## src/hw/rtl/assert_macros.svh

```systemverilog
// Assertion macros for the RTL of the pixel sample accumulator.
`ifndef ASSERT_MACROS_SVH
`define ASSERT_MACROS_SVH

// The consequent must hold in the same cycle as the antecedent.
`define ASSERT_SAME(label, clk, rst_n, ante, cons) \
  label: assert property (@(posedge clk) disable iff (!rst_n) (ante) |-> (cons)) \
    else $error("assertion failed");

// The consequent must hold in the cycle after the antecedent.
`define ASSERT_NEXT(label, clk, rst_n, ante, cons) \
  label: assert property (@(posedge clk) disable iff (!rst_n) (ante) |=> (cons)) \
    else $error("assertion failed");

`endif

```

## src/hw/rtl/psa_pkg.sv

```systemverilog
// Package with the types, constants and helpers of the pixel sample accumulator.
package psa_pkg;

  localparam int MAX_WIDTH   = 64;
  localparam int MAX_HEIGHT  = 64;
  localparam int PIXEL_COUNT = MAX_WIDTH * MAX_HEIGHT;
  localparam int ADDR_W      = $clog2(PIXEL_COUNT);
  localparam int SUM_W       = 14;
  localparam int QUEUE_DEPTH = 2;
  localparam int DIV_STEPS   = 33;

  typedef enum logic [1:0] {
    OP_ADD_ONE = 2'd0,
    OP_ADD_CNT = 2'd1,
    OP_SPLAT   = 2'd2,
    OP_READ    = 2'd3
  } op_t;

  typedef enum logic [1:0] {
    S_CLEAR,
    S_IDLE,
    S_EXE,
    S_DIV
  } back_state_t;

  // One classified transaction as it waits in the queue.
  typedef struct packed {
    op_t                op;
    logic               valid;
    logic [ADDR_W-1:0]  addr;
    logic [15:0]        red;
    logic [15:0]        green;
    logic [15:0]        blue;
    logic [15:0]        weight;
  } psa_item_t;

  // Queue status seen by the back end.
  typedef struct packed {
    logic      empty;
    psa_item_t head;
  } psa_queue_t;

  // Saturating 32-bit accumulate.
  function automatic logic [31:0] sat_add32(input logic [31:0] a, input logic [15:0] b);
    logic [32:0] s;
    s = {1'b0, a} + {17'd0, b};
    return s[32] ? 32'hFFFF_FFFF : s[31:0];
  endfunction

  // Saturating 16-bit accumulate.
  function automatic logic [15:0] sat_add16(input logic [15:0] a, input logic [15:0] b);
    logic [16:0] s;
    s = {1'b0, a} + {1'b0, b};
    return s[16] ? 16'hFFFF : s[15:0];
  endfunction

endpackage

```

## src/hw/rtl/psa_front.sv

```systemverilog
// Front end: takes transactions, computes the pixel address and queues them.
module psa_front (
  input  logic                clk,
  input  logic                rst_n,
  input  logic                start,
  output logic                busy,
  input  logic [1:0]          in_operation,
  input  logic [5:0]          in_column,
  input  logic [5:0]          in_row,
  input  logic [15:0]         in_red_in,
  input  logic [15:0]         in_green_in,
  input  logic [15:0]         in_blue_in,
  input  logic [15:0]         in_sample_weight,
  input  logic                cfg_we,
  input  logic [6:0]          cfg_line_width,
  input  logic                clearing,
  input  logic                pop,
  output psa_pkg::psa_queue_t q_status
);

  logic [6:0]              line_width_r;
  psa_pkg::psa_item_t      queue_r [psa_pkg::QUEUE_DEPTH];
  logic                    head_r, tail_r;
  logic [1:0]              count_r;
  logic [psa_pkg::SUM_W-1:0] lin_addr;
  psa_pkg::psa_item_t      item_nxt;
  logic                    push;

  // Line width register.
  always_ff @(posedge clk) begin
    if (!rst_n) begin
      line_width_r <= 7'd64;
    end else if (cfg_we) begin
      line_width_r <= cfg_line_width;
    end
  end

  // Address of the pixel and classification of the transaction.
  always_comb begin
    lin_addr = psa_pkg::SUM_W'(line_width_r) * psa_pkg::SUM_W'(in_row)
             + psa_pkg::SUM_W'(in_column);
    item_nxt.op     = psa_pkg::op_t'(in_operation);
    item_nxt.valid  = 32'(lin_addr) < psa_pkg::PIXEL_COUNT;
    item_nxt.addr   = psa_pkg::ADDR_W'(lin_addr);
    item_nxt.red    = in_red_in;
    item_nxt.green  = in_green_in;
    item_nxt.blue   = in_blue_in;
    item_nxt.weight = in_sample_weight;
  end

  assign busy = clearing || (count_r == 2'(psa_pkg::QUEUE_DEPTH));
  assign push = start && !busy;

  // Two-entry queue towards the back end.
  always_ff @(posedge clk) begin
    if (!rst_n) begin
      head_r  <= 1'b0;
      tail_r  <= 1'b0;
      count_r <= 2'd0;
    end else begin
      if (push) begin
        tail_r <= ~tail_r;
      end
      if (pop) begin
        head_r <= ~head_r;
      end
      count_r <= count_r + 2'(push) - 2'(pop);
    end
    if (push) begin
      queue_r[tail_r] <= item_nxt;
    end
  end

  assign q_status.empty = (count_r == 2'd0);
  assign q_status.head  = queue_r[head_r];

endmodule

```

## config.mk

```make
export PLATFORM = sky130hd
export DESIGN_NAME = psa_front
export DESIGN_NICKNAME = d
export VERILOG_FILES = /design/src/hw/rtl/assert_macros.svh /design/src/hw/rtl/psa_pkg.sv /design/src/hw/rtl/psa_front.sv
export SDC_FILE = /design/constraint.sdc
export NUM_CORES = 1
export LEC_CHECK = 0
export BUFFER_PORTS_ARGS = -buffer_cell sky130_fd_sc_hd__buf_2
export CAP_MARGIN = 10
export CORE_AREA = 2 2 164 166
export CTS_CLUSTER_SIZE = 30
export DETAILED_ROUTE_END_ITERATION = 16
export DIE_AREA = 0 0 166 168
export PLACE_DENSITY = 0.54
export SLEW_MARGIN = 20
export SYNTH_ARGS = -nofsm -noshare
export SYNTH_HDL_FRONTEND = slang
export SYNTH_SLANG_ARGS = --single-unit
```

## constraint.sdc

```tcl
create_clock -name clk -period 7.19 [get_ports clk]
set_input_delay 2.157 -clock clk [delete_from_list [all_inputs] [get_ports clk]]
set_output_delay 2.157 -clock clk [all_outputs]
set_load 0.1 [all_outputs]
```

# Word level (Yosys, flattened, before mapping)

Memories as Yosys holds them, arrays and structs flattened. A register that Yosys moved wholly into a read port is not among the register bits.
Index checks and enable logic that the tools add are counted.

Add/sub/neg operators: 3
$mul: 1
Magnitude comparators: 1
Eq/ne operators: 1
Multiplexer cells: 4
Bitwise operators: 2
Reduce and logical (&&, ||, !) cells: 4

Operator list:

| operator                                                                       | count |
|---|---|
| 13-bit by 6-bit adder with 14-bit output                                       | 1 |
| 14-bit by 13-bit less-than comparator with 1-bit output, second input constant | 1 |
| 7-bit by 6-bit multiplier with 13-bit output                                   | 1 |
| 1-bit two-way mux                                                              | 4 |
| 2-bit by 1-bit adder with 2-bit output                                         | 1 |
| 2-bit == test, second input constant                                           | 1 |
| 2-bit logical NOT                                                              | 1 |
| 1-bit inverter                                                                 | 2 |
| 2-bit by 1-bit subtractor with 2-bit output                                    | 1 |
| 1-bit logical AND                                                              | 1 |
| 1-bit logical NOT                                                              | 1 |
| 1-bit logical OR                                                               | 1 |

Register bits after elaboration: 11
RAM bits: 158
Bits of input ports: 91
Output and inout port bits: 81
Word-level logic and storage cells: 21
Memories kept: 1

Memories:

| name    | depth | width | rd ports | clocked after Yosys merged registers in | wr ports | RTL line        | source |
|---|---|---|---|---|---|---|---|
| queue_r | 2     | 79    | 1        | 1                                       | 1        | psa_front.sv:22 | `psa_pkg::psa_item_t queue_r [psa_pkg::QUEUE_DEPTH];` |

# Depth between registers and ports, before layout

Gate-level depths: netlist (run 1).

Depth in word-level cells: 6
Mapped depth: 15
Gate-level depth less buffers: 15

# Worst setup path before layout (run 1)

Ideal clock, no wire load.

Kind: input -> register
Start point: in clearing
End point: mem queue_r[0][0] in the netlist's numbering, enable pin
Library setup time: 0.518 ns
Data arrival time: 5.759 ns
Required time: 6.672 ns
Path slack: 0.913 ns
Stages: 3
Buffers on the path: 0
Cell sequence: a21oi_1 > nand2_1 > nor2_1

Longest elaborated chain between the ends: 5

RTL lines:

| element                                 | RTL line        | source |
|---|---|---|
| start: declaration                      | psa_front.sv:16 | `input logic clearing,` |
| 1-bit logical OR                        | psa_front.sv:51 | `assign busy = clearing \|\| (count_r == 2'(psa_pkg::QUEUE_DEPTH));` |
| 1-bit logical NOT                       | psa_front.sv:52 | `assign push = start && !busy;` |
| 1-bit logical AND                       | psa_front.sv:52 |  |
| 1-bit two-way mux                       | psa_front.sv:69 | `if (push) begin` |
| 1-bit two-way mux (implied by the code) | psa_front.sv:70 | `queue_r[tail_r] <= item_nxt;` |
| end: declaration                        | psa_front.sv:22 |  |

Every way passes these cells.

==> key figures, run 1 <==
Setup path
  – CP Capture Type: flip-flop
  – CP required: 7350 ps
  – Crit path launch: in_row[2]
  – R2R Setup Slk: 2600 ps
  – Crit-path max FO: 7
  – Critical path launch point type: input pin
  – CP Class: in2reg
  – CP cell instances: buf_2, and2_1, fa_1, inv_1, fa_1, inv_1, fa_1, inv_1, fa_1, inv_1, ha_1, o21ai_0, o21ai_0, a31oi_1, xor2_1, a31o_1
  – Critical path arrival: ~6200 ps
  – Reg2Reg Depth: 14
  – Worst r2r src: line_width_r[0]
  – Worst path max stage delay: 540 ps
  – CP max-delay cell: fa_1
  – R2r endpoint: queue_r[1][76]

Placement
  – I/O Buffers: 171
  – Placer Congestion: ~0.85
  – Hpwl dp: 11.51 mm
  – DP Area: 9032 um^2
  – # placed instances: 970

Power
  – Peak supply drop: 0.0001370 V
  – PD cells: approximately 300 nW/um^2
  – Lkg Pwr: 0.003858 uW
  – Pwr Total: 2855 uW

Worst hold path
  – HP Class: reg2reg
  – WHS Path Cells: 2
  – HP Start: head_r

Clock tree
  – Clock slew seen by the registers of the worst setup and hold paths: approximately 70 ps
  – Total CTS buffers: 17
  – Post-CTS setup buffers: 0
  – Max clock buf depth: 2
  – Post-cts resize count: 0
  – CTS tree: built
  – Hold Buf Count CTS: 0
  – H-tree depth: 4
  – Clock sinks: 170
  – Clock tree root driver cell: clkbuf_16
  – Clock Latency Late Sink: 430 ps

Yosys
  – Post-Syn Nets: 620
  – Register area share after synthesis: 0.6432
  – FF+latch count, synth: 170
  – Post-synth top area cell: edfxtp_1
  – Unique masters post-synth: 32
  – Yosys warns: 0
  – Mean Syn Cell Area: 16.60 um^2
  – Synth top area cells: edfxtp_1 61%, mux2_2 11%, fa_1 6.2%, ha_1 6.1%, and2_1 3.3%
  – Synth top area share: 0.6122
  – Mapped cell area: 7750 um^2
  – Post-Synthesis Cells: 467

Timing
  – RSZ-0062 raised after global routing: false
  – Tcrit/Tclk final: 0.8401
  – Slew at the pin closest to its max-slew limit: just over 900 ps
  – Minimum clock period: 6040 ps
  – Max_slew headroom: 0.3893
  – Fin. Hold Viols: 0
  – Setup Viol. Count Final: 0
  – FMAX: 165.6 MHz
  – Final Slew Violations: 0
  – Final TNS setup: 0 ps
  – Fin Clk Skew: 16.18 ps

Floorplanning
  – DIE AREA: roughly 28000 um^2
  – DIE WIDTH: 166 um
  – Core Box Area: 26350 um^2
  – Starting Density: 0.2941
  – Io pins: ~170
  – Die height: 168 um
  – Rows: 60

Layout
  – Total Nets Final: 802
  – Non-Filler Instances: between 1000 and 1500
  – Layout cells sized above 1: 0.4335
  – Commonest cells after routing, fill and taps aside: 171 x buf_2, 158 x edfxtp_1, 79 x mux2_2
  – Most common cell after layout, fill and taps aside: buf_2
  – Final instance area: 9644 um^2
  – Final Util: 0.3660
  – Area Overhead vs Synth: 24.44%

Detailed routing
  – Via count: 4424
  – Drt drc: 0
  – Drt total wl: ~16 mm
  – Drt pass-1 iters: 4
  – Wire per inst: approximately 16 um
  – Routed Antenna Nets: 0
  – Starting DRT DRC Count: 179
  – Vias per cell: between 4 and 5

Global route
  – Initial antenna violation count: 0
  – First-pass GRT wire length: 25.00 mm
  – GRT Max-Usage Layer: met2
  – Met3 Resource Use GR: 0.03244
  – Vias in the first global route: 4686
  – Global Route Usage Sum: 0.1145
  – Largest net degree at the start of global routing: 80
  – Met1 Use GR: 0.1374
  – Met2 global-route usage: 0.1979
  – Grt ovf: 0

Run
  – Max Cap Viol: 0

Run status
  – Status: complete, no violations
[critical path: cells and delay by family]
kind            cells  cell delay [ps]
fa+ha+maj           5             2360
compound gates      4             1000
buf+inv             5              320
simple gates        1              180
xor+xnor            1              180
[layout make-up]
class                           instances  area [um^2]
Fill cell                            2565        16710
Sequential cell                       170         4989
Multi-Input combinational cell        260         2636
Timing Repair Buffer                  174        914.6
Clock buffer                           18        429.2
Tap cell                              341        426.7
Clock inverter                         14        148.9
Inverter                               26        97.59
Antenna cell                            1        2.502
[report_power, final]
part	leakage [uW]	internal (uW)	switching [uW]
registers	0.00154	1160	23.3
clock network	0.000281	465	425
logic	0.00203	187	593
[cell usage after synthesis, drive strengths merged]
cell      n
edfxtp  158
mux2     79
and2     41
ha       38
inv      26
fa       24
dfxtp    12
nand2    12
clkbuf    9
xnor2     9
mux2i     7
a21oi     6
nor2b     6
nor2      5
a21o      4
xor2      4
a211oi    3
o21a      3
o21ai     3
a31o      2
a31oi     2
and3      2
buf       2
o211ai    2
a211o     1
a311oi    1
a41oi     1
nand2b    1
nand3     1
nor4      1
o21bai    1
or4       1
[metrics by stage]
step / hold slack [ps] / setup slack (ps)
after floorplan: 503.6 / 913.1
after global placement: 562.7 / 907.9
after detailed placement: 585.7 / 738.5
after CTS: 601.2 / 1190
after global routing: 629.6 / 934.2
final: 595.8 / 1150
[metal layers]
layer  routed length (um)  share of wire
met1                 6881           0.42
met2                 8053           0.49
met3                 1064          0.065
met4                  275          0.017
met5                    0              0
[registers in the layout, indices dropped and copies added, names as in the netlist, named ones only]
register	count
tail_r	1
head_r	1
count_r	2
queue_r	158
line_width_r	7
[kinds of logic after synthesis]
| kind of cell | after synthesis | share of synthesized area |
|---|---|---|
| DFF | 170 | 0.6432 |
| muxes | 86 | 0.1238 |
| and+or+nand+nor | 70 | 0.05102 |
| adders and majority gates | 62 | 0.1233 |
| buffers and inverters | 37 | 0.01824 |
| AOI/OAI and AO/OA | 29 | 0.02567 |
| xor gates and xnor gates | 13 | 0.01469 |
[worst max path at each step]
stage / endpoint
5_1_grt: queue_r[0][76]
3_5_place_dp: queue_r[0][76]
3_3_place_gp: queue_r[0][76]
4_1_cts: queue_r[1][76]
2_1_floorplan: queue_r[0][0]
6_report: queue_r[1][76]
Note: power is estimated with default switching activity, not from simulation.
==> run 2: changes to the inputs <==
ABC_AREA = 1   (was not set)
CORE_AREA = 2 2 166 168   (was 2 2 164 166)
DIE_AREA = 0 0 168 170   (was 0 0 166 168)
clock period = 5.64 ns   (was 7.19 ns; I/O delays follow)
==> run 2 against run 1 <==
Against the previous run: sequential power rose by 28%; non-clock buffer count rose by 4; cell count rose by 9.6%; global-route usage rose by 0.31 points; total power rose by 26%; core utilization rose by 0.22 points; critical path depth rose by 2; design area rose by 1.8%; clock power rose by 28%; sequential share of layout area fell by 0.89 points; critical endpoint is now queue_r[0][74]; largest cell class unchanged; largest power group unchanged.
==> key figures, run 2 <==
Setup path
  – CP cell instances: buf_2, nand2_1, inv_1, fa_1, inv_1, fa_1, inv_1, fa_1, inv_1, fa_1, inv_1, ha_1, nand2_1, nor2_1, o21ai_0, nand3_1, nor2_1, nor2_1
  – CP required: about 5800 ps
  – Crit-path max FO: 7
  – Top Family by Delay on Critical Path: adder cells
  – CP Class: in2reg
  – CP Capture Type: flip-flop
  – Critical path arrival: between 5000 and 6000 ps
  – CP most frequent cell: inv_1
  – CP max-delay cell: fa_1
  – Crit path buffers/inverters: 6
  – Worst path max stage delay: around 530 ps
  – Critical path launch point type: input pin

Detailed routing
  – Starting DRT DRC Count: 227
  – Vias per cell: 4.264
  – Drt pass-1 iters: 4
  – Routed Antenna Nets: 0
  – Drt total wl: roughly 17 mm
  – Via count: about 4700
  – Drt drc: 0
  – Wire per inst: 15.03 um

Yosys
  – FF+latch count, synth: 170
  – Unique masters post-synth: 26
  – Yosys warns: 0
  – Post-synth EDFFs: between 150 and 200
  – Post-Synthesis Cells: 557
  – Dominant cell by count in the synthesized netlist: edfxtp_1
  – Mapped cell area: 7926 um^2
  – Mean Syn Cell Area: 14.23 um^2
  – Register area share after synthesis: 0.6289
  – Post-synth top area cell: edfxtp_1
  – Post-Syn Nets: 710
  – Most instantiated cells after synthesis: 158 x edfxtp_1, 78 x mux2_2, 77 x inv_1
  – Async S/R FF share, synth: 0
  – Post-synth top flop: edfxtp_1
  – Synth top area share: 0.5986
  – Synth top area cells: edfxtp_1 60%, mux2_2 11%, fa_1 6.1%, ha_1 6.0%, inv_1 3.6%

Power
  – Sequential share of power: 0.421
  – Peak supply drop: 0.0001199 V
  – Pwr Total: between 3000 and 4000 uW
  – Clock Power Share: 0.315
  – PD cells: 367.2 nW/um^2
  – Comb power frac: 0.264
  – Switching power: 1294 uW
  – Lkg Pwr: approximately 0.0042 uW
  – Pint: 2309 uW
  – Sw Share: 0.3592

Placement
  – Place WS: 212.2 ps
  – Hpwl dp: 11.86 mm
  – Placer Congestion: 0.8333
  – I/O Buffers: 171
  – # placed instances: 1066

Clock tree
  – Clock Latency Late Sink: 420 ps
  – H-tree depth: 4
  – Total CTS buffers: 17
  – Max clock buf depth: 2
  – Clock slew seen by the registers of the worst setup and hold paths: 70 ps
  – Clock sinks: 170
  – Clock tree root driver cell: clkbuf_16
  – Post-CTS setup buffers: 0
  – Hold Buf Count CTS: 0
  – Post-cts resize count: 0
  – CTS tree: built

Layout
  – Area Overhead vs Synth: 23.80%
  – Most common cell after layout, fill and taps aside: buf_2
  – Biggest regs: queue_r x158, line_width_r x7, count_r x2
  – Commonest cells after routing, fill and taps aside: 171 x buf_2, 158 x edfxtp_1, 78 x mux2_2
  – Non-Filler Instances: 1100
  – Total Nets Final: ~900
  – Fill count: around 2600
  – Layout cells sized above 1: 0.4029
  – Largest reg by FF count: queue_r
  – Max reg flops: around 160

Timing
  – Minimum clock period: 4990 ps
  – Setup ws final: between 600 and 700 ps
  – RSZ-0062 raised after global routing: false
  – Fin Clk Skew: around 15 ps
  – Tcrit/Tclk final: 0.8848
  – Final Slew Violations: 0
  – FMAX: 200.4 MHz
  – Setup Viol. Count Final: 0
  – Slew at the pin closest to its max-slew limit: 905.5 ps
  – Final TNS setup: 0 ps
  – Max_slew headroom: 0.3963
  – Fin. Hold Viols: 0

Run
  – Max Cap Viol: 0

Global route
  – Largest net degree at the start of global routing: 62
  – Vias in the first global route: 4778
  – Global Route Usage Sum: 0.1176
  – First-pass GRT wire length: 25.69 mm
  – Initial antenna violation count: 4
  – Grt ovf: 0

Floorplanning
  – DIE AREA: 28560 um^2
  – Die height: approximately 170 um
  – Io pins: about 170
  – Rows: 60
  – Starting Density: 0.2974
  – DIE WIDTH: ~170 um
  – Core Box Area: 26650 um^2

Worst hold path
  – HP Class: reg2reg

Run status
  – Status: complete, no violations
-- run 2: cell count changes in the layout (fill, tap and decap cells not counted), sizes merged, moves of 5 or more --
cell,before,now
and2,41,0
nand3,1,10
xnor2,9,4
mux2i,7,0
inv,34,83
nand2,12,83
nor2,5,33
nor2b,6,0
o21ai,3,9
-- run 2: power groups by stage --
stage	Sequential (uW)	Combinational, uW	Clock, uW
after floorplan	1530	783	0
after CTS	1520	967	1180
final	1520	952	1140
after global routing	1520	1030	1230
after global placement	1540	958	0
after detailed placement	1550	961	0
-- run 2: routing by layer --
| metal | track usage | part of all wire | vias to the layer above |
|---|---|---|---|
| met5 | 0 | 0.00097 | - |
| met4 | 0.03365 | 0.011 | 4 |
| met3 | 0.03605 | 0.059 | 16 |
| met2 | 0.1974 | 0.47 | 135 |
| met1 | 0.1467 | 0.46 | 2235 |
| li1 | - | - | 2300 |
-- run 2: final timing paths --
path | slack [ps] | end | from | depth (start not counted)
max | 650 | queue_r[0][74] | in_row[2] | 18
min | 470 | count_r[1] | count_r[1] | 1
max reg2reg | 1540 | queue_r[0][74] | line_width_r[0] | 15
min reg2reg | 470 | count_r[1] | count_r[1] | 1
-- run 2: cell families after synthesis --
family / count (synthesis) / share of synthesized area
DFF: 170 / 0.6289
and+or+nand+nor: 128 / 0.06756
adders and majority gates: 62 / 0.1206
buffers and inverters: 87 / 0.04499
AOI/OAI and AO/OA: 23 / 0.01689
xor gates and xnor gates: 8 / 0.008839
muxes: 79 / 0.1122
-- run 2: layout make-up --
| class | count | area (um^2) | area share |
|---|---|---|---|
| sequential | 170 | 4989 | 0.5084 |
| multi-input combinational | 300 | 2600 | 0.2649 |
| timing repair buffer | 178 | 920.9 | 0.09384 |
| tap | 341 | 426.7 | 0.04348 |
| clock buffer | 17 | 425.4 | 0.04335 |
| inverter | 77 | 289.0 | 0.02945 |
| clock inverter | 15 | 157.7 | 0.01607 |
| antenna | 2 | 5.005 | 0.0005100 |
-- run 2: stage by stage --
step	util	cell area, um^2	hold WS (ps)
final	0.3682	9813	473.1
after global routing	0.3680	9808	503.4
after CTS	0.3680	9808	481.2
after detailed placement	0.3462	9225	472.3
after global placement	0.3462	9225	468.3
after floorplan	-	7926	443.5
==> run 3: changes to the inputs <==
ABC_AREA = not set   (was 1)
CORE_AREA = 4 4 166 168   (was 2 2 166 168)
DIE_AREA = 0 0 170 172   (was 0 0 168 170)
PLACE_DENSITY = 0.56   (was 0.54)
clock period = 4.53 ns   (was 5.64 ns; I/O delays follow)
==> run 3 against run 2 <==
Against the previous run: via count down 3.6%; critical path depth down 3; sequential share of layout area down 1.5 points; the flow now finishes with violations (setup timing); clock skew down 0.81 ps; count of clock-buffer cells in the layout unchanged; largest power group unchanged; setup slack worse by 940 ps; flip-flop and latch count unchanged; die area up 2.4%; register-to-register slack worse by 1200 ps; clock power up 29%; design area up 3.0%.
==> key figures, run 3 (synthesis gave the netlist of run 1 again) <==
Run status
  – Status: finished with violations
  – Failing checks: setup timing

Floorplanning
  – Starting Density: 0.2991
  – Die height: 172 um
  – DIE AREA: roughly 29000 um^2
  – Rows: 59
  – DIE WIDTH: 170 um
  – Io pins: 172
  – Core Box Area: about 26000 um^2

Global route
  – Grt ovf: 0
  – First-pass GRT wire length: between 20 and 30 mm
  – Initial antenna violation count: 0
  – Largest net degree at the start of global routing: 75
  – Global Route Usage Sum: 0.1103
  – Vias in the first global route: 4888

Power
  – Lkg Pwr: around 0.004 uW
  – Pwr Total: 4723 uW
  – PD cells: 467.5 nW/um^2
  – Peak supply drop: about 0.00021 V

Timing
  – Setup Viol. Count Final: 9
  – Fin Clk Skew: 13.79 ps
  – Final TNS setup: -1425 ps
  – Minimum clock period: between 4000 and 5000 ps
  – Final Slew Violations: 0
  – Setup ws final: -294.0 ps
  – Slew at the pin closest to its max-slew limit: 663.5 ps
  – Tcrit/Tclk final: 1.065
  – Max_slew headroom: 0.5577
  – FMAX: 207.3 MHz
  – Fin Hold WS: 577.8 ps
  – RSZ-0062 raised after global routing: true
  – Fin. Hold Viols: 0

Layout
  – Most common cell after layout, fill and taps aside: buf_2
  – Max reg flops: 158
  – Non-Filler Instances: between 1000 and 1500
  – Commonest cells after routing, fill and taps aside: 170 x buf_2, 158 x edfxtp_1, 79 x mux2_2
  – Largest reg by FF count: queue_r
  – Final instance area: between 10000 and 15000 um^2
  – # diodes: 0
  – Biggest regs: queue_r x158, line_width_r x7, count_r x2
  – Layout cells sized above 1: 0.4971
  – Total Nets Final: 838
  – Area Overhead vs Synth: 30.38%

Setup path
  – Critical path launch point type: input pin
  – CP required: roughly 4700 ps
  – Reg2Reg Depth: 14
  – R2r endpoint: queue_r[1][76]
  – CP Capture Type: flip-flop
  – Worst r2r src: line_width_r[3]
  – R2R Setup Slk: 300 ps
  – Critical path arrival: about 5000 ps
  – CP Class: in2reg
  – Crit-path max FO: 4

Detailed routing
  – Drt pass-1 iters: 6
  – Starting DRT DRC Count: 148
  – Wire per inst: 15.79 um
  – Drt total wl: 16.31 mm
  – Routed Antenna Nets: 0
  – Drt drc: 0
  – Vias per cell: 4.375
  – Via count: about 4500

Placement
  – Hpwl dp: between 10 and 15 mm
  – DP Area: between 9000 and 10000 um^2
  – Placer Congestion: 0.8440
  – # placed instances: about 1000
  – I/O Buffers: about 170

Clock tree
  – Clock slew seen by the registers of the worst setup and hold paths: 70 ps
  – CTS tree: built
  – Max clock buf depth: 2
  – Clock tree root driver cell: clkbuf_16
  – Clock sinks: 170
  – H-tree depth: 4
  – Clock Latency Late Sink: 420 ps
  – Total CTS buffers: 17

Worst hold path
  – WHS Path Cells: 2
  – HP Start: head_r
  – HP Class: reg2reg

Run
  – Max Cap Viol: 0
-- run 3: cell count changes in the layout (fill, tap and decap cells not counted), sizes merged, moves of 7 or more --
cell	delta
nand2	-71
inv	-50
and2	+41
buf	+32
nor2	-28
nand3	-9
mux2i	+7
-- run 3: worst max-delay path by stage --
| stage | to | slack (ps) | startpoint |
|---|---|---|---|
| floorplan | queue_r[0][76] | -590 | in_row[0] |
| global route | queue_r[1][76] | -360 | in_row[2] |
| finish | queue_r[1][76] | -290 | in_row[2] |
| CTS | queue_r[1][76] | -270 | in_row[2] |
| detailed placement | queue_r[0][76] | -830 | in_row[0] |
| global placement | queue_r[0][76] | -780 | in_row[0] |
-- run 3: through the flow --
stage | worst slack [ps] | utilization
after global routing | -361.5 | 0.3900
after CTS | -268.8 | 0.3873
final | -294.0 | 0.3900
after detailed placement | -831.8 | 0.3603
after global placement | -778.6 | 0.3603
after floorplan | -586.6 | -
-- run 3: layout make-up --
cell class                 count  area (um^2)
clock inverter                15        180.2
sequential                   170         4989
inverter                      26        97.59
fill                        2454        15810
multi-input combinational    260         2786
timing repair buffer         210         1207
clock buffer                  17        425.4
tap                          335        419.2
-- run 3: power by group --
group	switching, uW	leakage, uW	internal (uW)
sequential	41.6	0.00154	1840
combinational	975	0.00226	394
clock	634	0.000287	834
-- run 3: critical path: stages --
cell,delay (ps)
buf_6,90
and2_4,150
fa_1,560
inv_2,40
fa_1,470
inv_1,50
fa_1,470
inv_1,50
fa_1,490
inv_2,50
ha_4,150
or4_4,510
o21a_4,220
a31o_1,170
a31o_1,180
-- run 3: metal layers --
metal / part of all wire / vias up / GRT usage
met2: 0.52 / 116 / 0.1977
met1: 0.42 / 2231 / 0.1318
met3: 0.057 / 12 / 0.02926
met4: 0.010 / 0 / 0.02951
met5: 0 / - / 0
li1: - / 2160 / -
-- run 3: timing repair --
action / CTS / global route
pin swaps: 18 / 8
cloned: 0 / 0
gates resized for setup: 16 / 13
setup endpoints to repair: 12 / 14
buffers inserted: 2 / 0
hold buffers: 0 / 0
